<file path="src/sv/fsd_pkg.sv">
package fsd_pkg;
  localparam int unsigned TableEntriesDefault = 1024;
  localparam int unsigned KeyW  = 96;
  localparam int unsigned RttW  = 29;
  localparam int unsigned SumW  = 33;
  localparam int unsigned MultW = 16;
  localparam int unsigned DefaultMult = 3;
  localparam int unsigned EmaKeep = 9;
  localparam int unsigned EmaDiv = 10;
  localparam int unsigned InDataW = 192;
  localparam int unsigned OutDataW = 192;
  localparam int unsigned CfgIdxW = 8;

  // The quotient by ten is the product with ceil(2^36 / 10), shifted right by 36; this is
  // exact for every dividend below 2^34.
  localparam int unsigned RecipW = 33;
  localparam logic [RecipW-1:0] DivRecip = 33'h1_9999_999A;
  localparam int unsigned RecipShift = 36;

  typedef enum logic [CfgIdxW-1:0] {
    REG_TARGET_PORT = 8'd0,
    REG_SPIKE_MULT  = 8'd1
  } reg_idx_e;

  typedef struct packed {
    logic            start;
    logic [SumW-1:0] dividend;
  } div_req_t;

  typedef struct packed {
    logic            done;
    logic [RttW-1:0] quotient;
  } div_rsp_t;
endpackage

</file>
<file path="src/sv/fsd_div10.sv">
module fsd_div10 (
  input  logic              clk_i,
  input  logic              rst_ni,
  input  fsd_pkg::div_req_t req_i,
  output fsd_pkg::div_rsp_t rsp_o
);
  import fsd_pkg::*;

  localparam int unsigned LoW     = 17;
  localparam int unsigned LoProdW = SumW + LoW;
  localparam int unsigned HiProdW = SumW + RecipW - LoW;
  localparam int unsigned ProdW   = HiProdW + LoW;

  logic [LoProdW-1:0] lo_d, lo_q;
  logic [HiProdW-1:0] hi_d, hi_q;
  logic [ProdW-1:0]   prod;
  logic [RttW-1:0]    quot_d, quot_q;
  logic               stage_q;
  logic               done_q;

  assign lo_d   = LoProdW'(req_i.dividend) * LoProdW'(DivRecip[LoW-1:0]);
  assign hi_d   = HiProdW'(req_i.dividend) * HiProdW'(DivRecip[RecipW-1:LoW]);
  assign prod   = {hi_q, {LoW{1'b0}}} + ProdW'(lo_q);
  assign quot_d = prod[RecipShift +: RttW];

  always_ff @(posedge clk_i or negedge rst_ni) begin
    if (!rst_ni) begin
      stage_q <= 1'b0;
      done_q  <= 1'b0;
    end else begin
      stage_q <= req_i.start;
      done_q  <= stage_q;
    end
  end

  always_ff @(posedge clk_i) begin
    if (req_i.start) begin
      lo_q <= lo_d;
      hi_q <= hi_d;
    end
    if (stage_q) begin
      quot_q <= quot_d;
    end
  end

  assign rsp_o.done     = done_q;
  assign rsp_o.quotient = quot_q;
endmodule

</file>
<file path="config.mk">
export PLATFORM = sky130hd
export DESIGN_NAME = fsd_div10
export DESIGN_NICKNAME = d
export VERILOG_FILES = /design/src/sv/fsd_pkg.sv /design/src/sv/fsd_div10.sv
export SDC_FILE = /design/constraint.sdc
export NUM_CORES = 1
export LEC_CHECK = 0
export BUFFER_PORTS_ARGS = -buffer_cell sky130_fd_sc_hd__buf_2
export CORE_MARGIN = 1
export CORE_UTILIZATION = 65
export DETAILED_ROUTE_END_ITERATION = 10
export GPL_ROUTABILITY_DRIVEN = 0
export PLACE_DENSITY = 0.91
export REMOVE_ABC_BUFFERS = 1
export SYNTH_ARGS = -nofsm -noshare
export SYNTH_HDL_FRONTEND = slang
export SYNTH_SLANG_ARGS = --single-unit
</file>
<file path="constraint.sdc">
create_clock -name clk_i -period 3.91 [get_ports clk_i]
set_input_delay 0.5865 -clock clk_i [delete_from_list [all_inputs] [get_ports clk_i]]
set_output_delay 0.5865 -clock clk_i [all_outputs]
set_load 0.005 [all_outputs]
</file>
==> results.toml, run 1 <==
[status]
outcome = "did not finish"
haltStage = "global routing (5_1_grt)"
tool.error = "[ERROR GRT-0116] Global routing finished with congestion. Check the congestion regions in the DRC Viewer."

[logic_synthesis]
synthAdderAreaFrac_pct = 49.75
ys.flop_type = "edfxtp_1"
synth_area_um2 = 19530
synth_area_leaders = "fa_1 (29%), ha_1 (20%), edfxtp_1 (16%), inv_1 (10%), xnor2_1 (3.3%)"
syn_inst = 1974
synth_top_area_cell = "fa_1"
synth_top_cell_area_share_pct = 29.31
synthMuxAreaShare_pct = 0
synth_edf_count = 106
synth_xor_area_share_pct = 6.227
synthSimpleGateAreaFrac_pct = 6.547
async_reset_ff_share_pct = 1.852
ys_seq_area_share_pct = 16.55
yosysWarnings = 0
synthDistinctLibCells = 68
synth_top_family_by_area = "adder cells"
synth_compound_area_share_pct = 9.987
ys_seq_elements = 108
avgSynthCellArea_um2 = 9.894

[floorplanning]
start_util_pct = 65.90
fp.dieW_um = 175.3
std_cell_rows = 63
fp.dieH_um = 175.3
io_pins = 66

[grt]
gr-usage-all-layers_pct = 94.84
grt_remaining_overflow = 924
grt_pass1_vias = 28500
grt_start_max_net_pins = 43
grt_pass1_wl_um = 211400

[clock_tree]
holdBufCountCts = 0
cts_max_level = 3
clock_sinks = 108
cts_root_buf = "clkbuf_16"
cts_buffer_depth = 2
cts-buffers-inserted = 9

[placed_design]
io_buffers = 65
place_hpwl_um = 59550
cell usage after synthesis, types with 9 or more instances:
| cell type | n |
|---|---|
| inv_1 | 533 |
| ha_1 | 319 |
| fa_1 | 286 |
| a21oi_1 | 114 |
| edfxtp_1 | 106 |
| nand2_1 | 75 |
| xnor2_1 | 74 |
| xor2_1 | 63 |
| nor2_1 | 44 |
| o21ai_0 | 43 |
| a21o_1 | 37 |
| nand3_1 | 33 |
| clkbuf_1 | 29 |
| nand4_1 | 21 |
| a31oi_1 | 16 |
| and3_1 | 16 |
| nor3_1 | 13 |
| o21bai_1 | 13 |
| and2_1 | 9 |
| nand2b_1 | 9 |
| nor2b_1 | 9 |
through the flow:
| stage | hold WS [ps] | worst slack (ps) | instances | cell area (um2) | util [%] |
|---|---|---|---|---|---|
| after floorplan | 290.9 | -1801 | 1940 | 19400 | - |
| after global placement | 370.0 | -2346 | 2833 | 23510 | 79.32 |
| after detailed placement | 373.5 | -2847 | 2833 | 23510 | 79.32 |
| after CTS | 8.994 | -1878 | 2926 | 27670 | 93.35 |
metal layers:
layer  global-route usage [%]  GRT overflow
met3                    85.76            48
met4                    100.1           277
met5                    68.91             3
met2                    106.5           547
met1                    90.89            49
kinds of logic after synthesis:
group	count (synthesis)
AND/OR/NAND/NOR	254
XOR/XNOR	138
adder cells (fa/ha/maj)	605
flip-flops	108
AO/OA/AOI/OAI	302
buffers and inverters	567
what timing repair did:
action,in CTS
endpoints found under the setup margin,68
pin swaps,214
resized for setup,647
buffers inserted,90
==> inputs of run 2 (changes only) <==
--- a/config.mk
+++ b/config.mk
@@ -7,10 +7,10 @@
 export LEC_CHECK = 0
 export BUFFER_PORTS_ARGS = -buffer_cell sky130_fd_sc_hd__buf_2
 export CORE_MARGIN = 1
-export CORE_UTILIZATION = 65
+export CORE_UTILIZATION = 40
 export DETAILED_ROUTE_END_ITERATION = 10
 export GPL_ROUTABILITY_DRIVEN = 0
-export PLACE_DENSITY = 0.91
+export PLACE_DENSITY_LB_ADDON = 0.15
 export REMOVE_ABC_BUFFERS = 1
 export SYNTH_ARGS = -nofsm -noshare
 export SYNTH_HDL_FRONTEND = slang
==> run 2 against run 1 <==
Compared with the run above:
- the flow now finishes, with violations (setup timing)
- synthesized cell count unchanged
- area after synthesis is the same
==> results.toml, run 2 <==
[clock_tree]
cts_root_buf = "clkbuf_16"
path_clk_slew_ps = 80
clock_sinks = 108
clock_latency_ps = 350
cts_tree = "built"
cts-buffers-inserted = 9
cts_buffer_depth = 2
cts_max_level = 3

[grt]
grt_pass1_vias = 17320
antenna_found_initial = 2
grt_remaining_overflow = 0
grt_pass1_wl_um = 95680
grt_start_max_net_pins = 79
gr-usage-all-layers_pct = 25.15

[floorplanning]
std_cell_rows = 80
core_area_um2 = 47950
dieArea_um2 = 49720
fp.dieH_um = 223.0
fp.dieW_um = 223.0
io_pins = 66
start_util_pct = 40.74

[setup_path]
critPathTopFamily = "adder cells"
critical_path_class = "primary input to register"
crit_fanout = 3
slowest_delay_ps = 590
cp.arrival_ps = 5870
required_ps = 4020
slowest_stage = "fa_1"
startpoint_type = "primary input"
cp_num_buf_inv = 6
critPathMostFrequentCell = "fa_1"
crit_chain = "buf_6, ha_4, inv_4, fa_1, fa_1, inv_2, fa_1, fa_1, inv_2, fa_1, inv_2, ha_4, buf_6, a21o_1, a21o_1, a211o_1, a32oi_2, o311ai_4, or3_4, a21oi_2, xnor2_1"
endpoint_kind = "register"

[placed_design]
placed_area_um2 = 24140
io_buffers = 65
place_hpwl_um = 51240
dp.cells = 3103

[sta]
rsz0062_at_grt = "true"
fin_crit_sh_pct = 147.3
skew_ps = 12.31
finalWorstSetupSlack_ps = -1850
post-route-min-period_ps = 5760
setup_violations = 67
slew_viol_final = 0
hold_viol = 0
max_slew_margin_pct = 23.60
tightest_slew_ps = 1146
fmax_mhz = 173.6

[logic_synthesis]
avgSynthCellArea_um2 = 9.894
synth.most_common_cell = "inv_1"
netlist_top_cells_count = "inv_1 (533), ha_1 (319), fa_1 (286)"
synth_edf_count = 106
yosysWarnings = 0
synth_area_um2 = 19530
ys.flop_type = "edfxtp_1"
synth_top_cell_area_share_pct = 29.31
synth_area_leaders = "fa_1 (29%), ha_1 (20%), edfxtp_1 (16%), inv_1 (10%), xnor2_1 (3.3%)"
synthDistinctLibCells = 68
syn_inst = 1974
async_reset_ff_share_pct = 1.852
ys_seq_elements = 108
ys_seq_area_share_pct = 16.55
synth_top_area_cell = "fa_1"

[final_layout]
antenna_cells = 0
multi_input_area_um2 = 17410
reg_top3 = "hi_q (46), lo_q (31), quot_q (29)"
largest_reg_flops = 46
layout_common_cells = "inv_1 (470), buf_4 (464), fa_1 (264)"
fillCellCount = 3841
regMostFlops = "hi_q"
layout.nets = 3228
seqCellArea_um2 = 3233
instances_no_fill = 3207
drive_gt1_share_pct = 42.48
area_delta_synth_final_pct = 48.67
fin_area_um2 = 29040
layout_commonest_cell = "inv_1"

[routing]
antenna_left = 0
vias = 15950
wire_per_inst_um = 19.27
vias_per_cell = 4.974
drtIter0Drc = 946
remaining_drc_errors = 0
wl_um = 61800
drtPass1Iterations = 5

[min_path]
hold_path.class = "primary input to async pin"

[job]
cap_violations = 0

[status]
outcome = "complete, but fails checks"
violations = "setup timing"
==> run 2: cell counts after synthesis <==
Identical to the previous run, type by type.
==> run 2: what timing repair did <==
item                                   CTS  global route
buffers inserted                        75            50
gates resized for setup                541           247
setup endpoints to repair               68            70
endpoints found under the hold margin    2             0
pin swaps                              179           178
hold buffers                             1             0
==> run 2: final cells by class <==
class                           instances  share of cell area, %
Multi-Input combinational cell       1299                  59.96
Timing Repair Buffer                  636                  18.37
Sequential cell                       108                  11.13
Inverter                              533                  6.907
Tap cell                              615                  2.650
Clock buffer                            9                 0.7756
Clock inverter                          7                 0.2068
==> run 2: final timing paths <==
path / cells past startpoint / from / slack [ps] / to
worst max register to register: 11 / lo_q[21]$_DFFE_PP_ / 450 / quot_q[25]$_DFFE_PP_
worst max-delay path: 21 / req_i[19] / -1850 / hi_q[47]$_DFFE_PP_
max in group asynchronous: 2 / rst_ni / 3270 / stage_q$_DFF_PN0_
worst min-delay path: 2 / rst_ni / 540 / done_q$_DFF_PN0_
worst min register to register: 1 / hi_q[43]$_DFFE_PP_ / 600 / quot_q[24]$_DFFE_PP_
min in group clk_i: 1 / hi_q[43]$_DFFE_PP_ / 600 / quot_q[24]$_DFFE_PP_
==> run 2: layer usage <==
layer  vias to the layer above  track usage [%]  part of all wire, %
met4                         0            5.873                  2.2
met1                      7939            35.95                   47
met5                         -                0                    0
met3                        72            3.134                  4.7
li1                       7578                -                    -
met2                       363            40.59                   46
==> run 2: cell families after synthesis <==
logic type	synth area share, %
fa+ha+maj	49.75
compound gates	9.987
flops	16.55
simple gates	6.547
buf+inv	10.94
xor+xnor	6.227
==> run 2: through the flow <==
step           TNS, ps  hold slack [ps]  worst slack, ps  util (%)
6_report        -90890            545.0            -1850     60.56
2_1_floorplan   -84610            290.9            -1801         -
3_3_place_gp   -143930            370.8            -2739     50.36
4_1_cts         -86650            539.2            -1802     57.66
3_5_place_dp   -147050            373.0            -2848     50.36
5_1_grt         -98660            546.4            -1968     60.56
Power of run 2 is left out: the tool's default activity adds up to more than one toggle a clock period on the data nets, which glitch-free logic cannot reach.
